==> config.mk <==
export PLATFORM = sky130hd
export DESIGN_NAME = btpc_front
export DESIGN_NICKNAME = d
export VERILOG_FILES = /design/src/sv/baro_temp_pressure_compensation_assert.svh /design/src/sv/btpc_pkg.sv /design/src/sv/btpc_front.sv
export SDC_FILE = /design/constraint.sdc
export NUM_CORES = 1
export LEC_CHECK = 0
export BUFFER_PORTS_ARGS = -buffer_cell sky130_fd_sc_hd__buf_2
export CAP_MARGIN = 25
export CORE_ASPECT_RATIO = 1.4
export CORE_MARGIN = 4
export CORE_UTILIZATION = 55
export DETAILED_ROUTE_END_ITERATION = 10
export PLACE_DENSITY = 0.83
export SYNTH_ARGS = -nofsm -noshare
export SYNTH_HDL_FRONTEND = slang
export SYNTH_SLANG_ARGS = --single-unit
export TNS_END_PERCENT = 20
==> constraint.sdc <==
create_clock -name clk -period 3.5 [get_ports clk]
set_clock_uncertainty 0.15 [all_clocks]
set_input_delay 0 -clock clk [delete_from_list [all_inputs] [get_ports clk]]
set_output_delay 0 -clock clk [all_outputs]
set_load 0.05 [all_outputs]
==> src/sv/baro_temp_pressure_compensation_assert.svh <==
// Assertion macros for the barometric compensation block
`ifndef BARO_TEMP_PRESSURE_COMPENSATION_ASSERT_SVH
`define BARO_TEMP_PRESSURE_COMPENSATION_ASSERT_SVH
// implication checked on every clock edge out of reset
`define BTPC_ASSERT_IMP(lbl, clk, rst_n, a, c) \
  lbl: assert property (@(posedge clk) disable iff (!rst_n) (a) |-> (c)) \
    else $error("assertion failed");
// next-cycle implication
`define BTPC_ASSERT_NXT(lbl, clk, rst_n, a, c) \
  lbl: assert property (@(posedge clk) disable iff (!rst_n) (a) |=> (c)) \
    else $error("assertion failed");
`endif

==> src/sv/btpc_pkg.sv <==
// ---------------------------------------------------------------------------
// btpc_pkg
// Shared types and constants for the barometric compensation block.
// ---------------------------------------------------------------------------
`default_nettype none
package btpc_pkg;
  localparam int unsigned CfgAc12 = 0;
  localparam int unsigned CfgAc34 = 1;
  localparam int unsigned CfgAc56 = 2;
  localparam int unsigned CfgB12  = 3;
  localparam int unsigned CfgMcMd = 4;
  localparam int unsigned CfgOss  = 5;
  localparam int unsigned CfgIdxW = 3;

  localparam logic [31:0] RstAc12 = 32'd26804152;
  localparam logic [31:0] RstAc34 = 32'd3352395749;
  localparam logic [31:0] RstAc56 = 32'd2146785905;
  localparam logic [31:0] RstB12  = 32'd405667844;
  localparam logic [31:0] RstMcMd = 32'd3724086068;

  localparam int unsigned QDepth = 2;

  typedef struct packed {
    logic [15:0] ut;
    logic [18:0] up;
  } item_t;

  typedef struct packed {
    logic [15:0] temp;
    logic [31:0] p;
    logic [15:0] tens;
    logic        fault;
  } result_t;

  typedef struct packed {
    logic [31:0] ac12;
    logic [31:0] ac34;
    logic [31:0] ac56;
    logic [31:0] b12;
    logic [31:0] mcmd;
    logic [1:0]  oss;
  } coef_t;

  function automatic logic [31:0] sx16(input logic [15:0] v);
    sx16 = {{16{v[15]}}, v};
  endfunction

  function automatic logic [31:0] sra(input logic [31:0] v, input logic [4:0] s);
    sra = 32'($signed(v) >>> s);
  endfunction
endpackage
`default_nettype wire

==> src/sv/btpc_front.sv <==
// ---------------------------------------------------------------------------
// btpc_front
// Input side: accepts raw readings into a short queue.
// ---------------------------------------------------------------------------
`default_nettype none
module btpc_front (
  input  wire logic            clk,
  input  wire logic            rst_n,
  input  wire logic            in_valid,
  output logic                 in_ready,
  input  wire btpc_pkg::item_t in_item,
  output logic                 q_valid,
  input  wire logic            q_pop,
  output btpc_pkg::item_t      q_item
);
  import btpc_pkg::*;
  item_t      mem_r [QDepth];
  logic       wp_r, rp_r;
  logic [1:0] cnt_r;
  logic       push;

  assign in_ready = cnt_r != 2'(QDepth);
  assign push     = in_valid && in_ready;
  assign q_valid  = cnt_r != 2'd0;
  assign q_item   = mem_r[rp_r];

  always_ff @(posedge clk) begin
    if (!rst_n) begin
      wp_r <= 1'b0; rp_r <= 1'b0; cnt_r <= '0;
    end else begin
      if (push) wp_r <= ~wp_r;
      if (q_pop) rp_r <= ~rp_r;
      cnt_r <= cnt_r + 2'(push) - 2'(q_pop);
    end
    if (push) mem_r[wp_r] <= in_item;
  end
endmodule
`default_nettype wire

==> metrics.md <==
| Metric | Value |
|---|---|
| Time the final worst path needs with I/O delays and setup | `2.22 ns` |
| Max capacitance violation total | `0` |
| Port-buffer cells | `75` |
| Power per Cell Area | `559 nW/um2` |
| Post-CTS Setup Repair Bufs | `0` |
| Clock latency of the later-clocked register in the worst-skew pair | `0.33 ns` |
| Routability-driven placement congestion ratio | `0.662` |
| Length of the first detailed-routing pass in iterations | `4` |
| Run status | `finished, final reports clean` |
| Total gr overflow | `0` |
| Fraction of layout cells with a size suffix above 1 | `0.485` |
| Final setup viols | `0` |
| Leakage | `1.45 nW` |
| Critical-path maximum fanout | `21` |
| CTS Buf Count | `9` |
| Overall track demand over capacity in global routing | `0.170` |
| Synth Net Count | `177` |
| Vias in the first global route | `1762` |
| Cell variety after synth | `23` |
| Average wire per standard cell | `15.0 um` |
| Average size of a mapped cell | `20.4 um2` |
| Count of routing violations after the opening detailed-route iteration | `34` |
| Sum of net half-perimeters after detailed placement | `3170 um` |
| # IOs | `76` |
| Final ANT Viol Nets | `0` |
| Initial antenna violation count | `0` |
| Ant. Diodes | `0` |
| Count of yosys warnings during synthesis | `0` |
| Min-Delay Path Class | `in -> reg` |
| Fin crit share | `0.635` |
| Worst Tran Pin Value | `0.821 ns` |
| DIE AREA | `6320 um2` |
| Total of fill cells in the finished design | `303` |
| Core outline area | `4880 um2` |
| Critical path capture point type | `output pin` |
| Routed via count | `1612` |
| Effective utilization at floorplan | `0.574` |
| Total Wirelength | `4920 um` |
| # H-tree levels | `3` |
| Post-route DRC | `0` |
| CP Data Required Time | `3.35 ns` |
| Largest net degree at the start of global routing | `36` |
| Number of instances in the synthesized netlist | `137` |
| First-pass GRT wire length | `7740 um` |
| Headroom to the max-slew limit | `0.452` |
| Nets@finish | `299` |
| CTS tree | `built` |
| Buffer cell driving the clock tree root | `clkbuf_8` |
| Number of standard-cell rows in the floorplan | `30` |
| Netlist area before placement | `2800 um2` |
| Final-report hold violation count | `0` |
| Data arrival time of the worst path | `2.07 ns` |
| Post-Route Utilization | `0.773` |
| Setup repair after global routing missed its margin | `false` |
| CP Class | `reg -> out` |
| Highest attainable clock frequency | `450 MHz` |
| Worst-case vdd ir drop | `0.448 mV` |
| Reg-to-reg slack, setup | `1.41 ns` |
| Post-CTS Resized | `0` |
| Max Slew Vio Count | `0` |
| Hold Slack | `0.240 ns` |
| Sequential-to-total area share from yosys stat | `0.786` |
| Clock slew at the register clock pins of the worst setup and hold paths | `0.07 ns` |
| Worst setup SP type | `flip-flop` |
| Vias/cell | `4.91` |
| Die X | `68.3 um` |
| Total clock sinks | `75` |
| Setup tns final | `0 ns` |
| CTS Buffer Depth | `2` |
| Layout overhead on the synthesized area | `34.7%` |
| DIE HEIGHT | `92.4 um` |
| Flip-flop and latch count after synthesis | `75` |
metal layers:
layer	up-vias	routed length (um)	GRT usage
li1	778	-	-
met1	776	1850	0.177
met2	52	2710	0.294
met3	6	286	0.0619
met4	0	74	0.0746
met5	-	0	0
flip-flops by register name, summed over array words and instances, names as in the netlist, named ones only:
| signal | count |
|---|---|
| cnt_r | 2 |
| rp_r | 1 |
| wp_r | 1 |
| mem_r | 70 |
worst max-delay path, stage by stage (launching register included):
cell	delay [ns]
dfxtp_1	0.74
buf_4	0.40
mux2_2	0.38
buf_2	0.21
stage by stage:
step / instance area, um2 / power [mW] / worst slack [ns] / instances
2_1_floorplan: 2800 / 1.47 / 1.09 / 137
3_3_place_gp: 3230 / 1.56 / 1.51 / 274
3_5_place_dp: 3230 / 1.58 / 1.38 / 274
4_1_cts: 3770 / 2.13 / 1.22 / 328
5_1_grt: 3770 / 2.21 / 1.16 / 328
6_report: 3770 / 2.11 / 1.28 / 328
Yosys cell counts, drive strengths merged:
| library cell | number | area [um2] |
|---|---|---|
| mux2 | 35 | 394 |
| and2 | 3 | 18.8 |
| inv | 2 | 7.51 |
| nand2b | 1 | 6.26 |
| a211oi | 1 | 7.51 |
| a21boi | 2 | 18.8 |
| a21bo | 1 | 10.0 |
| mux2i | 1 | 10.0 |
| or2 | 1 | 6.26 |
| xor2 | 1 | 8.76 |
| a211o | 1 | 8.76 |
| nand3 | 1 | 5.00 |
| buf | 4 | 38.8 |
| nor4b | 1 | 8.76 |
| dfxtp | 5 | 100 |
| edfxtp | 70 | 2100 |
| xnor2 | 1 | 8.76 |
| ha | 1 | 12.5 |
| nand3b | 2 | 15.0 |
| nand2 | 2 | 7.51 |
| and3 | 1 | 6.26 |
placed cells by master, fill, tap and decap left out, types with 2 or more instances in the layout:
cell type,instances
and2_1,3
clkbuf_8,9
dfxtp_1,5
nand2_1,2
dlygate4sd3_1,38
edfxtp_1,70
mux2_2,35
buf_2,75
clkinvlp_4,2
clkinv_1,4
nand3b_1,2
inv_1,2
buf_4,2
cell families after synthesis:
family / synth area share
flip-flops: 0.786
multiplexers: 0.144
AND/OR/NAND/NOR: 0.0264
buffers and inverters: 0.0165
AO/OA/AOI/OAI: 0.0161
XOR/XNOR: 0.00625
adder cells (fa/ha/maj): 0.00447
path summary, 6_finish.rpt:
| kind | start | end | cells after the start |
|---|---|---|---|
| hold reg to reg | rp_r | flip-flop | 2 |
| setup reg to reg | cnt_r[0] | mem_r[0][15] | 4 |
| setup / recovery | flip-flop | q_item[18] | 3 |
| hold / removal | in_item[15] | mem_r[1][15] | 2 |
timing repair:
item	4_1_cts	5_1_grt
hold endpoints to repair	75	0
hold buffers	38	0
endpoints found under the setup margin	0	0
area by class of cell:
class | instances | area (um2) | share of cell area
inverters | 2 | 7.51 | 0.00199
clock buffers | 9 | 124 | 0.0328
multi-input cells | 56 | 554 | 0.147
repair buffers | 115 | 771 | 0.204
clock inverters | 7 | 35.0 | 0.00928
well taps | 64 | 80.1 | 0.0212
flip-flops and latches | 75 | 2200 | 0.584
where the power goes:
part | internal, mW | leakage [nW] | total (mW) | switching, mW
Combinational | 0.156 | 0.677 | 0.486 | 0.331
Sequential | 1.07 | 0.695 | 1.10 | 0.0270
Clock | 0.246 | 0.0752 | 0.525 | 0.280
Power figures use the tool's default switching activity.
