[src/sv/baro_temp_pressure_compensation_assert.svh]
// Assertion macros for the barometric compensation block
`ifndef BARO_TEMP_PRESSURE_COMPENSATION_ASSERT_SVH
`define BARO_TEMP_PRESSURE_COMPENSATION_ASSERT_SVH
// implication checked on every clock edge out of reset
`define BTPC_ASSERT_IMP(lbl, clk, rst_n, a, c) \
  lbl: assert property (@(posedge clk) disable iff (!rst_n) (a) |-> (c)) \
    else $error("assertion failed");
// next-cycle implication
`define BTPC_ASSERT_NXT(lbl, clk, rst_n, a, c) \
  lbl: assert property (@(posedge clk) disable iff (!rst_n) (a) |=> (c)) \
    else $error("assertion failed");
`endif

[src/sv/btpc_pkg.sv]
// ---------------------------------------------------------------------------
// btpc_pkg
// Shared types and constants for the barometric compensation block.
// ---------------------------------------------------------------------------
`default_nettype none
package btpc_pkg;
  localparam int unsigned CfgAc12 = 0;
  localparam int unsigned CfgAc34 = 1;
  localparam int unsigned CfgAc56 = 2;
  localparam int unsigned CfgB12  = 3;
  localparam int unsigned CfgMcMd = 4;
  localparam int unsigned CfgOss  = 5;
  localparam int unsigned CfgIdxW = 3;

  localparam logic [31:0] RstAc12 = 32'd26804152;
  localparam logic [31:0] RstAc34 = 32'd3352395749;
  localparam logic [31:0] RstAc56 = 32'd2146785905;
  localparam logic [31:0] RstB12  = 32'd405667844;
  localparam logic [31:0] RstMcMd = 32'd3724086068;

  localparam int unsigned QDepth = 2;

  typedef struct packed {
    logic [15:0] ut;
    logic [18:0] up;
  } item_t;

  typedef struct packed {
    logic [15:0] temp;
    logic [31:0] p;
    logic [15:0] tens;
    logic        fault;
  } result_t;

  typedef struct packed {
    logic [31:0] ac12;
    logic [31:0] ac34;
    logic [31:0] ac56;
    logic [31:0] b12;
    logic [31:0] mcmd;
    logic [1:0]  oss;
  } coef_t;

  function automatic logic [31:0] sx16(input logic [15:0] v);
    sx16 = {{16{v[15]}}, v};
  endfunction

  function automatic logic [31:0] sra(input logic [31:0] v, input logic [4:0] s);
    sra = 32'($signed(v) >>> s);
  endfunction
endpackage
`default_nettype wire

[src/sv/btpc_div.sv]
// ---------------------------------------------------------------------------
// btpc_div
// Unsigned 32/32 restoring divider, one quotient bit per cycle.
// ---------------------------------------------------------------------------
`default_nettype none
module btpc_div (
  input  wire logic        clk,
  input  wire logic        rst_n,
  input  wire logic        start,
  input  wire logic [31:0] dividend,
  input  wire logic [31:0] divisor,
  output logic             done,
  output logic [31:0]      quotient
);
  logic [31:0] q_r, q_nxt, rem_r, rem_nxt, d_r;
  logic [5:0]  cnt_r, cnt_nxt;
  logic        busy_r, busy_nxt;
  logic [32:0] trial;

  always_comb begin
    q_nxt = q_r; rem_nxt = rem_r; cnt_nxt = cnt_r; busy_nxt = busy_r;
    trial = {rem_r, q_r[31]} - {1'b0, d_r};
    if (start) begin
      q_nxt = dividend; rem_nxt = '0; cnt_nxt = 6'd32; busy_nxt = 1'b1;
    end else if (busy_r) begin
      if (!trial[32]) begin
        rem_nxt = trial[31:0]; q_nxt = {q_r[30:0], 1'b1};
      end else begin
        rem_nxt = {rem_r[30:0], q_r[31]}; q_nxt = {q_r[30:0], 1'b0};
      end
      cnt_nxt = cnt_r - 6'd1;
      if (cnt_r == 6'd1) busy_nxt = 1'b0;
    end
  end

  always_ff @(posedge clk) begin
    if (!rst_n) begin
      busy_r <= 1'b0; cnt_r <= '0;
    end else begin
      busy_r <= busy_nxt; cnt_r <= cnt_nxt;
    end
    q_r <= q_nxt; rem_r <= rem_nxt;
    if (start) d_r <= divisor;
  end

  assign done     = busy_r && (cnt_r == 6'd1);
  assign quotient = trial[32] ? {q_r[30:0], 1'b0} : {q_r[30:0], 1'b1};
endmodule
`default_nettype wire

[src/sv/btpc_back.sv]
// ---------------------------------------------------------------------------
// btpc_back
// Compensation sequencer: at most one shared-multiplier product per step, shared serial divider.
// ---------------------------------------------------------------------------
`default_nettype none
module btpc_back (
  input  wire logic              clk,
  input  wire logic              rst_n,
  input  wire btpc_pkg::coef_t   coef,
  input  wire logic              q_valid,
  output logic                   q_pop,
  input  wire btpc_pkg::item_t   q_item,
  output logic                   res_valid,
  input  wire logic              res_ready,
  output btpc_pkg::result_t      res
);
  import btpc_pkg::*;
  localparam logic [4:0] S_IDLE = 5'd0,  S_X1T = 5'd1,  S_TDIV = 5'd2,  S_TW = 5'd3,
                         S_B6 = 5'd4,    S_SQ = 5'd5,   S_M1 = 5'd6,    S_M2 = 5'd7,
                         S_M3 = 5'd8,    S_M4 = 5'd9,   S_B3 = 5'd10,   S_B4 = 5'd11,
                         S_B7 = 5'd12,   S_PDIV = 5'd13, S_PW = 5'd14,  S_P1 = 5'd15,
                         S_P2 = 5'd16,   S_P3 = 5'd17,  S_P4 = 5'd18,   S_TEN = 5'd19,
                         S_OUT = 5'd20;
  logic [4:0]  st_r, st_nxt;
  logic [31:0] a_r, b_r, c_r, d_r, e_r, b5_r, sq_r, x_r;
  logic [15:0] ut_r;
  logic [18:0] up_r;
  logic [31:0] mul_a, mul_b, prod;
  logic        dstart, ddone;
  logic [31:0] dnd, dsr, dq;
  logic [31:0] ac1, ac2, ac3, ac4, ac5, ac6, b1, b2, mc, md;
  logic [1:0]  oss;
  logic        neg_r;
  logic [31:0] tq, mag, den;

  assign ac1 = sx16(coef.ac12[31:16]); assign ac2 = sx16(coef.ac12[15:0]);
  assign ac3 = sx16(coef.ac34[31:16]); assign ac4 = {16'd0, coef.ac34[15:0]};
  assign ac5 = {16'd0, coef.ac56[31:16]}; assign ac6 = {16'd0, coef.ac56[15:0]};
  assign b1  = sx16(coef.b12[31:16]);  assign b2  = sx16(coef.b12[15:0]);
  assign mc  = sx16(coef.mcmd[31:16]); assign md  = sx16(coef.mcmd[15:0]);
  assign oss = coef.oss;
  assign prod = mul_a * mul_b;
  assign den  = a_r + md;

  btpc_div u_div (.clk, .rst_n, .start(dstart), .dividend(dnd), .divisor(dsr),
                  .done(ddone), .quotient(dq));

  assign q_pop     = (st_r == S_IDLE) && q_valid;
  assign res_valid = st_r == S_OUT;

  // sign-magnitude handling for the signed temperature division
  assign mag = mc[31] ? (32'd0 - (mc << 11)) : (mc << 11);
  assign tq  = neg_r ? (~dq + 32'd1) : dq;

  always_comb begin
    st_nxt = st_r; mul_a = '0; mul_b = '0;
    dstart = 1'b0; dnd = '0; dsr = '0;
    unique case (st_r)
      S_IDLE:  if (q_valid) st_nxt = S_X1T;
      S_X1T:   begin mul_a = {16'd0, ut_r} - ac6; mul_b = ac5; st_nxt = S_TDIV; end
      S_TDIV:  begin
        if (a_r + md == 32'd0) st_nxt = S_OUT;
        else begin
          dstart = 1'b1; dnd = mag; st_nxt = S_TW;
          dsr = a_r + md;
          dsr = dsr[31] ? (~dsr + 32'd1) : dsr;
        end
      end
      S_TW:    if (ddone) st_nxt = S_B6;
      S_B6:    begin mul_a = b5_r - 32'd4000; mul_b = b5_r - 32'd4000; st_nxt = S_SQ; end
      S_SQ:    begin mul_a = b2; mul_b = sq_r; st_nxt = S_M1; end
      S_M1:    begin mul_a = ac2; mul_b = e_r; st_nxt = S_M2; end
      S_M2:    begin mul_a = ac3; mul_b = e_r; st_nxt = S_M3; end
      S_M3:    begin mul_a = b1; mul_b = sq_r; st_nxt = S_M4; end
      S_M4:    st_nxt = S_B3;
      S_B3:    begin mul_a = ac4; mul_b = c_r + 32'd32768; st_nxt = S_B4; end
      S_B4:    begin
        mul_a = {13'd0, up_r} - a_r; mul_b = 32'd50000 >> oss;
        st_nxt = (b_r == 32'd0) ? S_OUT : S_B7;
      end
      S_B7:    begin
        dstart = 1'b1; dsr = b_r;
        dnd = c_r[31] ? c_r : {c_r[30:0], 1'b0};
        st_nxt = S_PDIV;
      end
      S_PDIV:  st_nxt = S_PW;
      S_PW:    if (ddone) st_nxt = S_P1;
      S_P1:    begin mul_a = sra(x_r, 5'd8); mul_b = sra(x_r, 5'd8); st_nxt = S_P2; end
      S_P2:    begin mul_a = a_r; mul_b = 32'd3038; st_nxt = S_P3; end
      S_P3:    begin mul_a = 32'd7357; mul_b = x_r; st_nxt = S_P4; end
      S_P4:    st_nxt = S_TEN;
      S_TEN:   st_nxt = S_OUT;
      S_OUT:   if (res_ready) st_nxt = S_IDLE;
      default: st_nxt = S_IDLE;
    endcase
  end

  logic [31:0] half, hp2, tens_full;
  assign half = 32'(($signed(x_r) + (x_r[31] ? 33'sd1 : 33'sd0)) >>> 1);
  assign hp2  = half + 32'd2;

  always_ff @(posedge clk) begin
    if (!rst_n) begin
      st_r <= S_IDLE;
    end else begin
      st_r <= st_nxt;
    end
    unique case (st_r)
      S_IDLE: begin
        ut_r <= q_item.ut; up_r <= q_item.up;
        res <= '0;
      end
      S_X1T:  a_r <= sra(prod, 5'd15);
      S_TDIV: begin
        neg_r <= mc[31] ^ den[31];
        if (den == 32'd0) res <= '{16'd0, 32'd0, 16'd0, 1'b1};
      end
      default: ;
    endcase
    if (st_r == S_TW && ddone) begin
      b5_r <= a_r + tq;
      res.temp <= 16'(sra(a_r + tq + 32'd8, 5'd4));
      e_r <= a_r + tq - 32'd4000;
    end
    if (st_r == S_B6) sq_r <= sra(prod, 5'd12);
    if (st_r == S_SQ) d_r <= sra(prod, 5'd11);
    if (st_r == S_M1) d_r <= d_r + sra(prod, 5'd11);
    if (st_r == S_M2) c_r <= sra(prod, 5'd13);
    if (st_r == S_M3) c_r <= sra(c_r + sra(prod, 5'd16) + 32'd2, 5'd2);
    if (st_r == S_M4) a_r <= sra(((ac1 * 32'd4 + d_r) << oss) + 32'd2, 5'd2);
    if (st_r == S_B3) b_r <= prod >> 15;
    if (st_r == S_B4) begin
      c_r <= prod;
      if (b_r == 32'd0) res <= '{16'd0, 32'd0, 16'd0, 1'b1};
    end
    if (st_r == S_PDIV) neg_r <= c_r[31];
    if (st_r == S_PW && ddone) x_r <= neg_r ? (dq << 1) : dq;
    if (st_r == S_P1) a_r <= prod;
    if (st_r == S_P2) a_r <= sra(prod, 5'd16);
    if (st_r == S_P3) d_r <= sra(32'd0 - prod, 5'd16);
    if (st_r == S_P4) x_r <= x_r + sra(a_r + d_r + 32'd3791, 5'd4);
    if (st_r == S_TEN) begin
      res.p <= x_r;
      res.tens <= tens_full[15:0];
    end
  end

  // (h+2)/5 truncating toward zero, via reciprocal multiply on magnitude
  logic [31:0] hmag, qd;
  logic [63:0] rp;
  assign hmag = hp2[31] ? (~hp2 + 32'd1) : hp2;
  assign rp   = {32'd0, hmag} * 64'hCCCCCCCD;
  assign qd   = {2'd0, rp[63:34]};
  assign tens_full = hp2[31] ? (~qd + 32'd1) : qd;
endmodule
`default_nettype wire

[config.mk]
export PLATFORM = sky130hd
export DESIGN_NAME = btpc_back
export DESIGN_NICKNAME = d
export VERILOG_FILES = /design/src/sv/baro_temp_pressure_compensation_assert.svh /design/src/sv/btpc_pkg.sv /design/src/sv/btpc_div.sv /design/src/sv/btpc_back.sv
export SDC_FILE = /design/constraint.sdc
export NUM_CORES = 2
export LEC_CHECK = 0
export ABC_AREA = 1
export BUFFER_PORTS_ARGS = -buffer_cell sky130_fd_sc_hd__buf_2
export CAP_MARGIN = 30
export CELL_PAD_IN_SITES_DETAIL_PLACEMENT = 1
export CELL_PAD_IN_SITES_GLOBAL_PLACEMENT = 1
export CORE_MARGIN = 1
export CORE_UTILIZATION = 25
export CTS_CLUSTER_SIZE = 16
export DETAILED_ROUTE_END_ITERATION = 10
export PLACE_DENSITY_LB_ADDON = 0.12
export SLEW_MARGIN = 20
export SYNTH_ARGS = -nofsm -noshare
export SYNTH_HDL_FRONTEND = slang
export SYNTH_SLANG_ARGS = --single-unit
[constraint.sdc]
create_clock -name clk -period 17.8 [get_ports clk]
set_input_delay 0.89 -clock clk [delete_from_list [all_inputs] [get_ports clk]]
set_output_delay 0.89 -clock clk [all_outputs]
set_load 0.1 [all_outputs]
==> flow_metrics.env <==
export IMPL_min_period_ns=15.00
export IMPL_clk_latency_ns=0.79
export IMPL_io_buffers=267
export IMPL_yosysWarnings=0
export IMPL_end_kind="flip-flop"
export IMPL_dr_pass1_iters=6
export IMPL_crit_buf_inv=12
export IMPL_grt_overflow=0
export IMPL_vias=71337
export IMPL_wl_per_cell_microns=26.8
export IMPL_drv_slew=0
export IMPL_met3_usage=0.0243
export IMPL_syn_to_final_growth_pct=11.7
export IMPL_core_sq_um=298000
export IMPL_power_w=0.0151
export IMPL_fmax_mhz=66.7
export IMPL_critPathRequiredTime_ns=18.25
export IMPL_path_clk_slew_ns=0.07
export IMPL_synth_seq_cells=433
export IMPL_cts_setup_buffers=0
export IMPL_syn_avg_cell_area_sq_um=7.30
export IMPL_post_cts_resized=0
export IMPL_root_buffer="clkbuf_16"
export IMPL_antenna_found_initial=35
export IMPL_arrival_ns=15.45
export IMPL_r2r_setup_slack_ns=2.80
export IMPL_synthesis_instances=10275
export IMPL_synth_top_area_frac=0.212
export IMPL_drv_cap=0
export IMPL_cts_tree="done"
export IMPL_place_hpwl_mm=335
export IMPL_dieArea_sq_um=302000
export IMPL_die_x_microns=550
export IMPL_start_util=0.252
export IMPL_final_cell_area_sq_um=83800
export IMPL_rows=200
export IMPL_fin_nets=12264
export IMPL_pwr_density_cell_nw_per_um2=180
export IMPL_critPathSlowestCell="buf_4"
export IMPL_via_per_inst=4.91
export IMPL_holdCritPathClass="in2reg"
export IMPL_cts_hold_repair_buffers=0
export IMPL_drt_wl_total_mm=389
export IMPL_fin_crit_sh=0.843
export IMPL_cts_inserted_buffers=61
export IMPL_layout_drive_gt1_share=0.0656
export IMPL_synth_edf_count=324
export IMPL_path_class="reg2reg"
export IMPL_grt_pass1_vias=73943
export IMPL_async_flop_share=0
export IMPL_crit_top_cell="inv_1"
export IMPL_synth_cell_types=75
export IMPL_use_met2=0.410
export IMPL_status="complete, no violations"
export IMPL_ant_nets=0
export IMPL_num_io_pins=268
export IMPL_setup_viol=0
export IMPL_path_delay_family="compound AO/OA/AOI/OAI gates"
export IMPL_track_usage=0.254
export IMPL_cts_sinks=433
export IMPL_finalSetupTns_ns=0
export IMPL_vdd_drop_max_mv=0.178
export IMPL_drc=0
export IMPL_top_usage_layer="met2"
export IMPL_start_kind="flip-flop"
export IMPL_worstPathMaxFanout=52
export IMPL_rsz0062_at_grt="no"
export IMPL_netlist_top_cells_area="fa_1 (21%), edfxtp_1 (13%), ha_1 (12%), nand2_1 (12%), inv_1 (11%)"
export IMPL_seq_area_frac_synth=0.159
export IMPL_slew_headroom=0.295
export IMPL_cellLeakagePower_nw=42.4
export IMPL_placed_area_sq_um=81500
export IMPL_die_height_microns=550
export IMPL_grt_first_pass_wirelength_mm=550
export IMPL_dominantRegCellSynth="edfxtp_1"
export IMPL_syn_area_sq_um=75000
export IMPL_place_gp_congestion=0.950
export IMPL_clk_path_buf_depth=3
export IMPL_cpPeakStageDelay_ns=0.67
export IMPL_htree_num_levels=2
export IMPL_drt_iter0_drc=5198
export IMPL_final_hold_violation_count=0
export IMPL_worst_pin_slew_ns=1.05
export IMPL_clock_skew_ns=0.0958
export IMPL_synth_top_cell_by_area="fa_1"
export IMPL_grt_use_met1=0.356
export IMPL_grt_max_degree=65
synth_stat cells, drive strengths merged (81+ instances only):
| cell type | number |
|---|---|
| a21oi | 511 |
| clkbuf | 158 |
| dfxtp | 109 |
| edfxtp | 324 |
| fa | 793 |
| ha | 735 |
| inv | 2200 |
| nand2 | 2408 |
| nand3 | 450 |
| nand4 | 112 |
| nor2 | 817 |
| nor3 | 97 |
| o211ai | 81 |
| o21ai | 548 |
| xnor2 | 134 |
| xor2 | 264 |
worst paths after layout:
path	start	end	cells after the start
hold / removal	q_item[32]	ut_r[13]	1
setup reg to reg	st_r[2]	c_r[30]	56
setup / recovery	st_r[2]	c_r[30]	56
hold reg to reg	res[11]	res[11]	2
layer usage:
metal / up-vias / wire length, microns / part of all wire
li1: 32953 / - / -
met1: 36325 / 184000 / 0.47
met2: 1696 / 175000 / 0.45
met3: 353 / 16700 / 0.043
met4: 10 / 13100 / 0.034
met5: - / 58 / 0.00015
cells in the final DEF, fill, tap and decap left out, types with 81 or more instances in the layout:
cell,synthesis,routed
fa_1,793,793
inv_1,2178,2177
nand3_1,438,437
buf_4,16,154
buf_2,32,267
dfxtp_1,109,109
xor2_1,263,262
nand2_1,2380,2379
a21oi_1,506,505
o21ai_0,528,523
edfxtp_1,324,324
o211ai_1,81,81
nor3_1,92,91
nor2_1,788,783
xnor2_1,133,133
ha_1,735,735
nand4_1,108,108
worst reg2reg max path: cells and delay by family, from the launching register on:
kind                     cells  cell delay, ns
adder cells (fa/ha/maj)     11            4.54
flip-flops                   1            0.45
AO/OA/AOI/OAI               20            5.23
AND/OR/NAND/NOR             12            1.80
buffers and inverters       12            2.14
XOR/XNOR                     1            0.48
power by group:
group	total [W]	switching (W)	internal, W
registers	0.00180	0.000175	0.00163
logic	0.0119	0.00830	0.00362
clock network	0.00140	0.000598	0.000797
area by class of cell:
class | instances | area [sq um]
repair buffers | 426 | 2580
inverters | 2205 | 8280
flip-flops and latches | 433 | 11900
diodes | 8 | 20.0
fillers | 36610 | 214000
clock inverters | 38 | 536
clock buffers | 74 | 1630
well taps | 3939 | 4930
multi-input cells | 7408 | 53900
through the flow:
stage               utilization  setup slack [ns]  hold WS, ns  instances
global route              0.281              1.85        0.272      14524
detailed placement        0.274              3.02        0.434      14408
finish                    0.281              2.80        0.306      14531
floorplan                     -              5.82        0.459      10278
CTS                       0.281              2.90        0.240      14520
global placement          0.274              3.07        0.429      14402
cells by family (layout without fill, tap and decap cells):
| family | after synthesis | after routing | synth area share |
|---|---|---|---|
| other | 2 | 13 | 0.000100 |
| DFF | 433 | 433 | 0.159 |
| xor gates and xnor gates | 398 | 398 | 0.0467 |
| and+or+nand+nor | 4036 | 4036 | 0.226 |
| AOI/OAI and AO/OA | 1439 | 1439 | 0.110 |
| muxes | 2 | 2 | 0.000267 |
| adders and majority gates | 1528 | 1528 | 0.334 |
| buffers and inverters | 2437 | 2743 | 0.124 |
flip-flops by register name (all words and copies together) (netlist names):
name,cells
st_r,5
up_r,19
u_div.rem_r,32
u_div.busy_r,1
e_r,32
ut_r,16
c_r,32
sq_r,20
b5_r,27
neg_r,1
u_div.cnt_r,6
a_r,32
b_r,17
res,65
x_r,32
d_r,32
u_div.d_r,32
u_div.q_r,32
No activity file was read; power rests on OpenSTA's default activity.
